==> src/rtl/rn48_pkg.sv <==
// shared types, codes and constants of the node48 child table
package rn48_pkg;

    localparam int SLOTS_DEF    = 48;
    localparam int MIN_FILL_DEF = 12;
    localparam int KEY_SPACE    = 256;

    localparam int OP_W     = 3;
    localparam int KEY_W    = 8;
    localparam int CHILD_W  = 48;
    localparam int STATUS_W = 2;

    localparam int IN_TDATA_W  = 64;
    localparam int OUT_TDATA_W = 64;
    localparam int IN_USED_W   = KEY_W + CHILD_W + 1;
    localparam int OUT_USED_W  = STATUS_W + 1 + KEY_W + CHILD_W;

    typedef enum logic [OP_W-1:0] {
        OP_INSERT = 3'd0,
        OP_CHANGE = 3'd1,
        OP_REMOVE = 3'd2,
        OP_LOOKUP = 3'd3,
        OP_MIN_GE = 3'd4,
        OP_MAX_LE = 3'd5
    } t_op;

    typedef enum logic [STATUS_W-1:0] {
        STAT_OK       = 2'd0,
        STAT_FULL     = 2'd1,
        STAT_ABSENT   = 2'd2,
        STAT_MIN_FILL = 2'd3
    } t_status;

    // controller to datapath
    typedef struct packed {
        logic load;
        logic step;
        logic commit_point;
        logic commit_hit;
        logic commit_miss;
    } t_cmd;

    // datapath to controller
    typedef struct packed {
        logic point_op;
        logic present;
        logic at_end;
        logic child_nz;
        logic out_free;
    } t_sts;

endpackage

==> src/rtl/radix_node48_child_table.sv <==
// top level of the node48 child table
//
// keyed child table of a 48-way radix tree node: a 256-entry key index points into
// child slots that are handed out in order and never reused
// input channel: one item per operation; s_tuser carries the opcode, s_tdata the key,
// the child reference and the force flag
// output channel: exactly one result item per input item, in order
// one item is in work at a time; s_tready is high only while the sequencer is idle
// steps from the accepted item to the registered result:
//   insert, change, remove, unused opcodes: index read, then decision and commit
//   lookup: index read, then a slot read when the key is present
//   searches: an index read per key and a slot read per key with an entry, up to the hit
//   or the end of the key range
// a point operation takes one index read, then the decision and the slot write;
// searches are bounded by the serial index/slot walk
// results sit in an output register, so a stalled receiver holds at most one result;
// the next item is taken but its result waits until the register is free
// synchronous reset empties the index (valid bits) and zeroes the counters; the slot
// store keeps its contents, which are read only through live index entries
module radix_node48_child_table #(
    parameter int SLOTS    = rn48_pkg::SLOTS_DEF,
    parameter int MIN_FILL = rn48_pkg::MIN_FILL_DEF
) (
    input  logic                                i_clk,
    input  logic                                i_rst_n,
    input  logic                                s_axis_tvalid,
    output logic                                s_axis_tready,
    // key [7:0], child_ref [55:8], force_req [56], zero [63:57]
    input  logic [rn48_pkg::IN_TDATA_W-1:0]     s_axis_tdata,
    // op [2:0]
    input  logic [rn48_pkg::OP_W-1:0]           s_axis_tuser,
    output logic                                m_axis_tvalid,
    input  logic                                m_axis_tready,
    // status [1:0], found [2], found_key [10:3], found_child [58:11], zero [63:59]
    output logic [rn48_pkg::OUT_TDATA_W-1:0]    m_axis_tdata
);
    import rn48_pkg::*;

    localparam int OUT_PAD = OUT_TDATA_W - OUT_USED_W;

    t_cmd                cmd;
    t_sts                sts;
    logic [STATUS_W-1:0] status;
    logic                found;
    logic [KEY_W-1:0]    found_key;
    logic [CHILD_W-1:0]  found_child;

    rn48_ctrl u_ctrl (
        .i_clk      (i_clk),
        .i_rst_n    (i_rst_n),
        .i_s_tvalid (s_axis_tvalid),
        .o_s_tready (s_axis_tready),
        .i_sts      (sts),
        .o_cmd      (cmd)
    );

    rn48_dp #(
        .SLOTS    (SLOTS),
        .MIN_FILL (MIN_FILL)
    ) u_dp (
        .i_clk         (i_clk),
        .i_rst_n       (i_rst_n),
        .i_cmd         (cmd),
        .i_op          (s_axis_tuser),
        .i_key         (s_axis_tdata[KEY_W-1:0]),
        .i_child       (s_axis_tdata[KEY_W +: CHILD_W]),
        .i_force       (s_axis_tdata[KEY_W + CHILD_W]),
        .i_out_ready   (m_axis_tready),
        .o_sts         (sts),
        .o_out_valid   (m_axis_tvalid),
        .o_status      (status),
        .o_found       (found),
        .o_found_key   (found_key),
        .o_found_child (found_child)
    );

    assign m_axis_tdata = {{OUT_PAD{1'b0}}, found_child, found_key, found, status};

endmodule

==> src/rtl/rn48_ctrl.sv <==
// sequencer of the node48 child table: index read, slot read, scan steps, result commit
module rn48_ctrl (
    input  logic            i_clk,
    input  logic            i_rst_n,
    input  logic            i_s_tvalid,
    output logic            o_s_tready,
    input  rn48_pkg::t_sts  i_sts,
    output rn48_pkg::t_cmd  o_cmd
);
    import rn48_pkg::*;

    typedef enum logic [1:0] {
        S_IDLE,
        S_INDEX,
        S_SLOT
    } t_state;

    t_state r_state;
    t_state n_state;
    t_cmd   cmd;

    always_comb begin
        n_state = r_state;
        cmd     = '0;
        unique case (r_state)
            S_IDLE: begin
                if (i_s_tvalid) begin
                    cmd.load = 1'b1;
                    n_state  = S_INDEX;
                end
            end
            S_INDEX: begin
                if (i_sts.point_op) begin
                    if (i_sts.out_free) begin
                        cmd.commit_point = 1'b1;
                        n_state          = S_IDLE;
                    end
                end else if (i_sts.present) begin
                    n_state = S_SLOT;
                end else if (i_sts.at_end) begin
                    if (i_sts.out_free) begin
                        cmd.commit_miss = 1'b1;
                        n_state         = S_IDLE;
                    end
                end else begin
                    cmd.step = 1'b1;
                end
            end
            S_SLOT: begin
                if (i_sts.child_nz) begin
                    if (i_sts.out_free) begin
                        cmd.commit_hit = 1'b1;
                        n_state        = S_IDLE;
                    end
                end else if (i_sts.at_end) begin
                    if (i_sts.out_free) begin
                        cmd.commit_miss = 1'b1;
                        n_state         = S_IDLE;
                    end
                end else begin
                    // null child under a present key: keep scanning
                    cmd.step = 1'b1;
                    n_state  = S_INDEX;
                end
            end
            default: begin
                n_state = S_IDLE;
            end
        endcase
    end

    always_ff @(posedge i_clk) begin
        if (!i_rst_n) begin
            r_state <= S_IDLE;
        end else begin
            r_state <= n_state;
        end
    end

    assign o_s_tready = (r_state == S_IDLE);
    assign o_cmd      = cmd;

endmodule

==> src/rtl/rn48_dp.sv <==
// datapath of the node48 child table: key index, slot store, counters, result register
module rn48_dp #(
    parameter int SLOTS    = rn48_pkg::SLOTS_DEF,
    parameter int MIN_FILL = rn48_pkg::MIN_FILL_DEF
) (
    input  logic                              i_clk,
    input  logic                              i_rst_n,
    input  rn48_pkg::t_cmd                    i_cmd,
    input  logic [rn48_pkg::OP_W-1:0]         i_op,
    input  logic [rn48_pkg::KEY_W-1:0]        i_key,
    input  logic [rn48_pkg::CHILD_W-1:0]      i_child,
    input  logic                              i_force,
    input  logic                              i_out_ready,
    output rn48_pkg::t_sts                    o_sts,
    output logic                              o_out_valid,
    output logic [rn48_pkg::STATUS_W-1:0]     o_status,
    output logic                              o_found,
    output logic [rn48_pkg::KEY_W-1:0]        o_found_key,
    output logic [rn48_pkg::CHILD_W-1:0]      o_found_child
);
    import rn48_pkg::*;

    localparam int IX_W = $clog2(SLOTS + 1);
    localparam int SA_W = $clog2(SLOTS);
    localparam logic [IX_W-1:0] IX_EMPTY = IX_W'(SLOTS);

    // key index and slot store
    logic [IX_W-1:0]    key_mem  [KEY_SPACE];
    logic [CHILD_W-1:0] slot_mem [SLOTS];
    logic [KEY_SPACE-1:0] r_valid;

    logic [OP_W-1:0]    r_op;
    logic [KEY_W-1:0]   r_cur;
    logic [KEY_W-1:0]   n_cur;
    logic [CHILD_W-1:0] r_child;
    logic               r_force;
    logic [IX_W-1:0]    r_ix_q;
    logic               r_ixv_q;
    logic [CHILD_W-1:0] r_slot_q;
    logic [IX_W-1:0]    r_slots_used;
    logic [IX_W-1:0]    r_live;

    logic               r_out_valid;
    logic [STATUS_W-1:0] r_status;
    logic               r_found;
    logic [KEY_W-1:0]   r_found_key;
    logic [CHILD_W-1:0] r_found_child;

    logic               present;
    logic               at_end;
    logic               point_op;
    logic               full;
    logic               out_free;

    logic               slot_we;
    logic [SA_W-1:0]    slot_wa;
    logic [CHILD_W-1:0] slot_wd;
    logic               idx_we;
    logic [IX_W-1:0]    idx_wd;
    logic               used_inc;
    logic               live_inc;
    logic               live_dec;
    t_status            pt_status;

    assign present  = r_ixv_q && (r_ix_q != IX_EMPTY);
    assign full     = (r_slots_used >= IX_EMPTY);
    assign out_free = !r_out_valid || i_out_ready;
    assign point_op = !((r_op == OP_LOOKUP) || (r_op == OP_MIN_GE) || (r_op == OP_MAX_LE));
    assign at_end   = (r_op == OP_LOOKUP)
                   || ((r_op == OP_MIN_GE) && (r_cur == {KEY_W{1'b1}}))
                   || ((r_op == OP_MAX_LE) && (r_cur == '0));

    always_comb begin
        if (i_cmd.load) begin
            n_cur = i_key;
        end else if (i_cmd.step) begin
            n_cur = (r_op == OP_MAX_LE) ? r_cur - KEY_W'(1) : r_cur + KEY_W'(1);
        end else begin
            n_cur = r_cur;
        end
    end

    // effect of insert, change and remove, applied on commit
    always_comb begin
        slot_we   = 1'b0;
        slot_wa   = r_ix_q[SA_W-1:0];
        slot_wd   = r_child;
        idx_we    = 1'b0;
        idx_wd    = r_slots_used;
        used_inc  = 1'b0;
        live_inc  = 1'b0;
        live_dec  = 1'b0;
        pt_status = STAT_OK;
        case (r_op)
            OP_INSERT: begin
                if (present) begin
                    slot_we = 1'b1;
                end else if (full) begin
                    pt_status = STAT_FULL;
                end else begin
                    slot_we  = 1'b1;
                    slot_wa  = r_slots_used[SA_W-1:0];
                    idx_we   = 1'b1;
                    used_inc = 1'b1;
                    live_inc = 1'b1;
                end
            end
            OP_CHANGE: begin
                if (present) begin
                    slot_we = 1'b1;
                end else begin
                    pt_status = STAT_ABSENT;
                end
            end
            OP_REMOVE: begin
                // minimum fill is checked before the key
                if ((r_live == IX_W'(MIN_FILL)) && !r_force) begin
                    pt_status = STAT_MIN_FILL;
                end else if (!present) begin
                    pt_status = STAT_ABSENT;
                end else begin
                    slot_we  = 1'b1;
                    slot_wd  = '0;
                    idx_we   = 1'b1;
                    idx_wd   = IX_EMPTY;
                    live_dec = (r_live != '0);
                end
            end
            default: begin
                pt_status = STAT_OK;
            end
        endcase
    end

    always_ff @(posedge i_clk) begin
        if (i_cmd.commit_point && slot_we) begin
            slot_mem[slot_wa] <= slot_wd;
        end
        r_slot_q <= slot_mem[r_ix_q[SA_W-1:0]];
    end

    always_ff @(posedge i_clk) begin
        if (i_cmd.commit_point && idx_we) begin
            key_mem[r_cur] <= idx_wd;
        end
        r_ix_q <= key_mem[n_cur];
    end

    always_ff @(posedge i_clk) begin
        if (!i_rst_n) begin
            r_valid <= '0;
        end else if (i_cmd.commit_point && idx_we) begin
            r_valid[r_cur] <= 1'b1;
        end
    end

    always_ff @(posedge i_clk) begin
        r_ixv_q <= r_valid[n_cur];
        r_cur   <= n_cur;
        if (i_cmd.load) begin
            r_op    <= i_op;
            r_child <= i_child;
            r_force <= i_force;
        end
    end

    always_ff @(posedge i_clk) begin
        if (!i_rst_n) begin
            r_slots_used <= '0;
            r_live       <= '0;
        end else if (i_cmd.commit_point) begin
            if (used_inc) begin
                r_slots_used <= r_slots_used + IX_W'(1);
            end
            if (live_inc) begin
                r_live <= r_live + IX_W'(1);
            end else if (live_dec) begin
                r_live <= r_live - IX_W'(1);
            end
        end
    end

    // result register
    always_ff @(posedge i_clk) begin
        if (!i_rst_n) begin
            r_out_valid <= 1'b0;
        end else if (i_cmd.commit_point || i_cmd.commit_hit || i_cmd.commit_miss) begin
            r_out_valid <= 1'b1;
        end else if (i_out_ready) begin
            r_out_valid <= 1'b0;
        end
    end

    always_ff @(posedge i_clk) begin
        if (i_cmd.commit_point) begin
            r_status      <= pt_status;
            r_found       <= 1'b0;
            r_found_key   <= '0;
            r_found_child <= '0;
        end else if (i_cmd.commit_hit) begin
            r_status      <= STAT_OK;
            r_found       <= 1'b1;
            r_found_key   <= r_cur;
            r_found_child <= r_slot_q;
        end else if (i_cmd.commit_miss) begin
            r_status      <= STAT_ABSENT;
            r_found       <= 1'b0;
            r_found_key   <= '0;
            r_found_child <= '0;
        end
    end

    assign o_sts.point_op = point_op;
    assign o_sts.present  = present;
    assign o_sts.at_end   = at_end;
    assign o_sts.child_nz = (r_slot_q != '0);
    assign o_sts.out_free = out_free;

    assign o_out_valid   = r_out_valid;
    assign o_status      = r_status;
    assign o_found       = r_found;
    assign o_found_key   = r_found_key;
    assign o_found_child = r_found_child;

endmodule

==> config.mk <==
export PLATFORM = sky130hd
export DESIGN_NAME = radix_node48_child_table
export DESIGN_NICKNAME = d
export VERILOG_FILES = /design/src/rtl/rn48_pkg.sv /design/src/rtl/radix_node48_child_table.sv /design/src/rtl/rn48_ctrl.sv /design/src/rtl/rn48_dp.sv
export SDC_FILE = /design/constraint.sdc
export NUM_CORES = 2
export LEC_CHECK = 0
export BUFFER_PORTS_ARGS = -buffer_cell sky130_fd_sc_hd__buf_4
export CORE_AREA = 2 2 579 581
export CTS_CLUSTER_DIAMETER = 200
export DETAILED_ROUTE_END_ITERATION = 8
export DIE_AREA = 0 0 581 583
export PLACE_DENSITY = 0.74
export SLEW_MARGIN = 20
export SYNTH_ARGS = -nofsm -noshare
export SYNTH_HDL_FRONTEND = slang
export SYNTH_SLANG_ARGS = --single-unit
==> constraint.sdc <==
create_clock -name i_clk -period 7.18 [get_ports i_clk]
set_input_delay 1.077 -clock i_clk [delete_from_list [all_inputs] [get_ports i_clk]]
set_output_delay 1.077 -clock i_clk [all_outputs]
set_load 0.005 [all_outputs]
## Word-level counts from Yosys, hierarchy flattened

Memories as Yosys holds them, arrays and structs flattened. A register that Yosys moved wholly into a read port is not among the register bits.
Index checks and enable logic that the tools add are counted.

| word-level totals | value |
|---|---|
| register bits after elaboration | 391 |
| logic and storage cells | 140 |
| input bits | 71 |
| RAM bits | 3840 |
| output and inout port bits | 66 |
| memories | 2 |

Memory list:

| name | words | bits a word | read ports | clocked after memory_dff | wr ports | line | RTL |
|---|---|---|---|---|---|---|---|
| u_dp.slot_mem | 48 | 48 | 1 | 1 | 1 | rn48_dp.sv:29 | `logic [CHILD_W-1:0] slot_mem [SLOTS];` |
| u_dp.key_mem | 256 | 6 | 1 | 1 | 1 | rn48_dp.sv:28 | `logic [IX_W-1:0] key_mem [KEY_SPACE];` |

| cells by class | value |
|---|---|
| magnitude comparators | 4 |
| muxes and demuxes | 74 |
| reduce and logical (&&, ||, !) cells | 28 |
| $add $sub $neg | 5 |
| bitwise logic cells | 1 |
| eq/ne operators | 12 |

Operator list:

| kind | number |
|---|---|
| 256-bit OR | 1 |
| 48-bit two-way mux | 5 |
| 6-bit two-way mux | 8 |
| 48-bit nonzero test | 1 |
| 8-bit two-way mux | 5 |
| 1-bit two-way mux | 35 |
| 2-bit two-way mux | 13 |
| 8-bit by 9-bit < comparator with 1-bit output, second input constant | 2 |
| 6-bit by 1-bit adder with 6-bit output, second input constant | 2 |
| 2-bit case mux with 3 select lines | 2 |
| 8-bit by 1-bit adder with 8-bit output, second input constant | 1 |
| 1-bit binary-select mux with 8-bit select | 1 |
| 1-bit demux with 8-bit select | 1 |
| 8-bit equality test, second input constant | 1 |
| 8-bit by 1-bit >= comparator with 1-bit output, second input constant | 1 |
| 8-bit zero test | 1 |
| 8-bit by 1-bit subtractor with 8-bit output, second input constant | 1 |
| 1-bit logical AND | 7 |
| 1-bit logical OR | 7 |
| 3-bit by 2-bit equality test with 1-bit output, second input constant | 2 |
| 3-bit equality test, second input constant | 2 |
| 6-bit by 4-bit equality test with 1-bit output, second input constant | 1 |
| 6-bit >= comparator, second input constant | 1 |
| 6-bit != test, second input constant | 1 |
| 15 further kinds | 22 |

## Logic depth before layout (Yosys ltp)

| logic depth | value |
|---|---|
| depth after elaboration | 12 |
| gate-level depth with buffers | 20 |
| mapped depth without buffers | 16 |

## Modules after synthesis

Synthesis repeated with hierarchy kept, for this count alone.

| second synthesis, totals | value |
|---|---|
| cell total of the unflattened synthesis | 9143 |
| area total of the unflattened synthesis | 166255.7 um2 |

Modules (own cells, without submodules):

| module | area each (um2) | instances | cells an instance | seq. area each (um2) |
|---|---|---|---|---|
| rn48_dp | 165941.7 | 1 | 9103 | 124719.6 |
| rn48_ctrl | 265.3 | 1 | 33 | 40.0 |
| radix_node48_child_table | 48.8 | 1 | 7 | 0.0 |

## Worst setup path after synthesis

Ideal clock, no wire load.

| path | value |
|---|---|
| kind | register to register |
| start | register u_dp.r_ix_q[2] (read register of u_dp.key_mem) |
| end | memory u_dp.key_mem[0][0] in the netlist's numbering (data pin) |
| period minus slack after synthesis | 5.802 ns |
| data arrival time | 4.932 ns |
| library setup time | 0.870 ns |
| path slack | 1.378 ns |
| path buffers | 3 |
| stages on the path, launching flop included | 8 |
| data required time | 6.310 ns |
| cell sequence | dfxtp_1 clkbuf_1 or2_1 o41a_1 nand4_1 clkbuf_1 clkbuf_1 and2_1 |

| on the way | value |
|---|---|
| longest elaborated chain between the ends | 5 |

RTL lines:

| element | line | RTL |
|---|---|---|
| start, declared | rn48_dp.sv:37 | `logic [IX_W-1:0] r_ix_q;` |
| 6-bit != test | rn48_dp.sv:65 | `assign present = r_ixv_q && (r_ix_q != IX_EMPTY);` |
| 1-bit logical AND | rn48_dp.sv:65 |  |
| 6-bit two-way mux | rn48_dp.sv:119 | `end else if (!present) begin` |
| 6-bit two-way mux | rn48_dp.sv:117 | `if ((r_live == IX_W'(MIN_FILL)) && !r_force) begin` |
| 6-bit two-way mux | rn48_dp.sv:94 | `case (r_op)` |
| net u_dp.idx_wd[0] | rn48_dp.sv:59 | `logic [IX_W-1:0] idx_wd;` |
| end, declared | rn48_dp.sv:28 |  |

The timed path passes the listed nets, and every way through them passes these cells.

## Worst setup path after layout

| path | value |
|---|---|
| start | register u_dp.r_slot_q[18] (read register of u_dp.slot_mem) |
| end | register u_dp.r_ix_q[4] (read register of u_dp.key_mem) |

| on the way | value |
|---|---|
| longest elaborated chain between the ends | 5 |

RTL lines:

| element | line | RTL |
|---|---|---|
| start, declared | rn48_dp.sv:39 | `logic [CHILD_W-1:0] r_slot_q;` |
| 48-bit nonzero test | rn48_dp.sv:216 | `assign o_sts.child_nz = (r_slot_q != '0);` |
| 1-bit two-way mux | rn48_ctrl.sv:50 | `if (i_sts.child_nz) begin` |
| 1-bit case mux with 2 select lines | rn48_ctrl.sv:25 | `unique case (r_state)` |
| 8-bit two-way mux | rn48_dp.sv:76 | `end else if (i_cmd.step) begin` |
| 8-bit two-way mux | rn48_dp.sv:74 | `if (i_cmd.load) begin` |

Every way passes these cells.
A chain may end at the register's enable or synchronous reset.

==> impl_results.md <==
- Yosys cell types: 87
- WP data arrival: 7.19 ns
- Starting Density: 49.79%
- Drt pass-1 iters: 9
- Max-slew headroom: 13.24%
- Max-slew violations: 0
- Setup-failing EPs final: 0
- Top FF cell, synth: edfxtp_1
- Drt via density: 6.368
- CTS root buf: clkbuf_16
- 1st-iter DRT viols: 14221
- Vias: 94838
- Setup CP Type: reg -> reg
- Clock latency on the worst-skew pair: 1.03 ns
- Worst-Margin Slew: 1.297 ns
- Layout fillers: 24219
- GP Congestion: 0.9242
- Hold Vio Cnt, Final: 0
- DP Wirelength: 251.8 mm
- EDFF count, synth: 3894
- CP Launch Type: register
- Netlist Area Pre-Place: 0.1655 mm^2
- CP Max Fanout: 43
- Largest family of logic cells by synthesized area: multiplexers
- Post-CTS Setup Bufs: 0
- Worst Path Required: 8.06 ns
- Largest net degree at the start of global routing: 150
- Die height: 583 um
- WL per Instance: 30.53 um
- Fin crit period: 6.314 ns
- Critical Path Source: u_dp.r_slot_q[18]$_DFF_P_
- Ports: 137
- Synth top area cells: edfxtp_1 (71%), mux4_2 (9.8%), dfxtp_1 (4.7%), nand2_1 (3.2%), nor2_1 (2.1%)
- CP Capture Type: register
- Yosys top cell area share: 70.66%
- Yosys reg bits: 4285
- Post-cts gate resize count: 0
- Commonest non-fill, non-tap cells in the layout: edfxtp_1 (3894), nand2_1 (1399), nor2_1 (851), mux4_2 (720), nand3_1 (547)
- Achievable frequency: 158.4 MHz
- Vias in the first global route: 93434
- Synth Area in Adders: 0.1376%
- XOR/XNOR share of the synthesized area: 0.07410%
- Initial antenna violation count: 15
- Hold-fix buffers, CTS: 0
- First-pass GRT wire length: 651.4 mm
- Post-synthesis mux area share: 12.08%
- Seq/Total Area, Yosys: 75.39%
- Final wirelength: 454.7 mm
- Commonest non-fill, non-tap cell in the layout: edfxtp_1
- CTS tree: done
- TritonCTS sink count: 4285
- Crit Reg-Reg Startpoint: u_dp.r_slot_q[18]$_DFF_P_
- Global-route usage over all layers: 26.37%
- Peak supply drop: 0.0003001 V
- Leakage: 0.06139 uW
- Nets: 10202
- PD cells: 338.2 mW/mm^2
- I/O Buffers: 124
- CTS clk-pin slew, worst paths: 0.06 ns
- Residual DRC: 0
- Area Growth Syn to Fin: 12.92%
- Die Wd: 581 um
- Worst Hold Class: in -> reg
- Dpl cells: 14082
- Finished Layout Cells: 14893
- H-tree level count: 5
- Clk buf depth: 4
- Top cell type by total area after synthesis: edfxtp_1
- Cell count after synthesis: 9795
- Rows: 212
- Post-Synth Simple-Gate Area: 8.152%
- Post-Syn Area per Cell: 16.89 um^2
- Core Area: 0.3324 mm^2
- Share of cells above drive strength 1: 18.58%
- Post-synth ARST share: 0%
- Warnings from Yosys: 0
- Synth Area in Compound Gates: 2.640%
- Total CTS buffers: 417
- Max Cap Viol: 0
- Detail Route Antenna Nets: 0
- Die ar.: 0.3387 mm^2
- HP Start: s_axis_tdata[41]
- Final critical-path share of the clock period: 87.94%
- Clock Skew: 0.1143 ns
- Setup TNS: 0 ns
- RSZ-0062 raised after global routing: no
- Overflow after GRT: 0
- Status: finished clean
stage by stage:
stage / hold WS [ns] / area (um^2) / power (uW) / utilization (%) / setup slack, ns
after floorplan: 0.4396 / 165500 / 37390 / - / 1.378
after global placement: 0.4483 / 173300 / 41570 / 52.13 / 0.9778
after detailed placement: 0.4573 / 173300 / 41770 / 52.14 / 1.002
after CTS: 0.2369 / 186800 / 63190 / 56.19 / 1.059
after global routing: 0.2570 / 186800 / 64840 / 56.21 / 0.6301
final: 0.2868 / 186800 / 63190 / 56.22 / 0.8661
layer usage:
| metal | global-route usage, % | vias up | wire length (um) |
|---|---|---|---|
| li1 | - | 38646 | - |
| met1 | 33.73 | 48321 | 158000 |
| met2 | 43.43 | 6695 | 221100 |
| met3 | 5.405 | 1164 | 51130 |
| met4 | 12.46 | 12 | 24450 |
| met5 | 0 | - | 77 |
sequential cells by signal, indices dropped and copies added, names as in the netlist, 2 cells and up:
register            flops
u_ctrl.r_state          2
u_dp.key_mem         1536
u_dp.o_found_child     48
u_dp.o_found_key        8
u_dp.o_status           2
u_dp.r_child           48
u_dp.r_cur              8
u_dp.r_ix_q             6
u_dp.r_live             6
u_dp.r_op               3
u_dp.r_slot_q          48
u_dp.r_slots_used       6
u_dp.r_valid          256
u_dp.slot_mem        2304
power by group:
| group | internal, uW | total (uW) | switching, uW |
|---|---|---|---|
| combinational | 5560 | 13500 | 7960 |
| clock | 12200 | 21600 | 9450 |
| sequential | 27600 | 28000 | 403 |
| total | 45400 | 63200 | 17800 |
area by class of cell:
cell class	count	area [um^2]	share of cell area (%)
well taps	4387	5489	2.938
inverters	24	128.9	0.06897
diodes	32	80.08	0.04286
clock buffers	564	11470	6.141
flip-flops and latches	4285	124800	66.78
repair buffers	469	4174	2.234
multi-input cells	4917	38740	20.73
clock inverters	215	1983	1.061
cell usage after synthesis (all sizes together) (40+ instances only):
cell type,instances
edfxtp,3894
nand2,1411
nor2,908
mux4,720
nand3,547
dfxtp,391
mux2i,325
buf,287
clkbuf,286
a21oi,117
o21ai,83
and3,64
nand4,60
a22o,59
and2,56
a311oi,52
mux2,46
a31oi,44
o22ai,40
cell families (layout without fill, tap and decap cells):
family	after synthesis	count (layout)
compound gates	607	607
mux	1091	1091
flops	4285	4285
buf+inv	597	1272
fa+ha+maj	17	17
xor+xnor	14	14
other cells	1	37
simple gates	3183	3183
critical path: stages, from the launching register on:
cell and delay (ns):
dfxtp_1 0.31, nor4_1 0.29, nand2_1 0.56, or4_1 0.89, o21a_1 0.35, mux2i_1 0.79
nor2_4 0.15, inv_8 0.44, buf_4 0.55, nor2_1 0.25, buf_4 0.25, nand3_1 0.08
nand2_1 0.06, o311a_1 0.37, a211oi_1 0.73, nand4_1 0.15
worst paths after layout:
path / end / slack (ns) / depth (start not counted)
max: u_dp.r_ix_q[4]$_DFF_P_ / 0.87 / 15
min: u_dp.r_child[33]$_DFFE_PP_ / 0.29 / 1
max reg2reg: u_dp.r_ix_q[4]$_DFF_P_ / 0.87 / 15
min reg2reg: u_dp.o_found_child[17]$_SDFFE_PP0P_ / 0.47 / 1
Power figures use the tool's default switching activity.
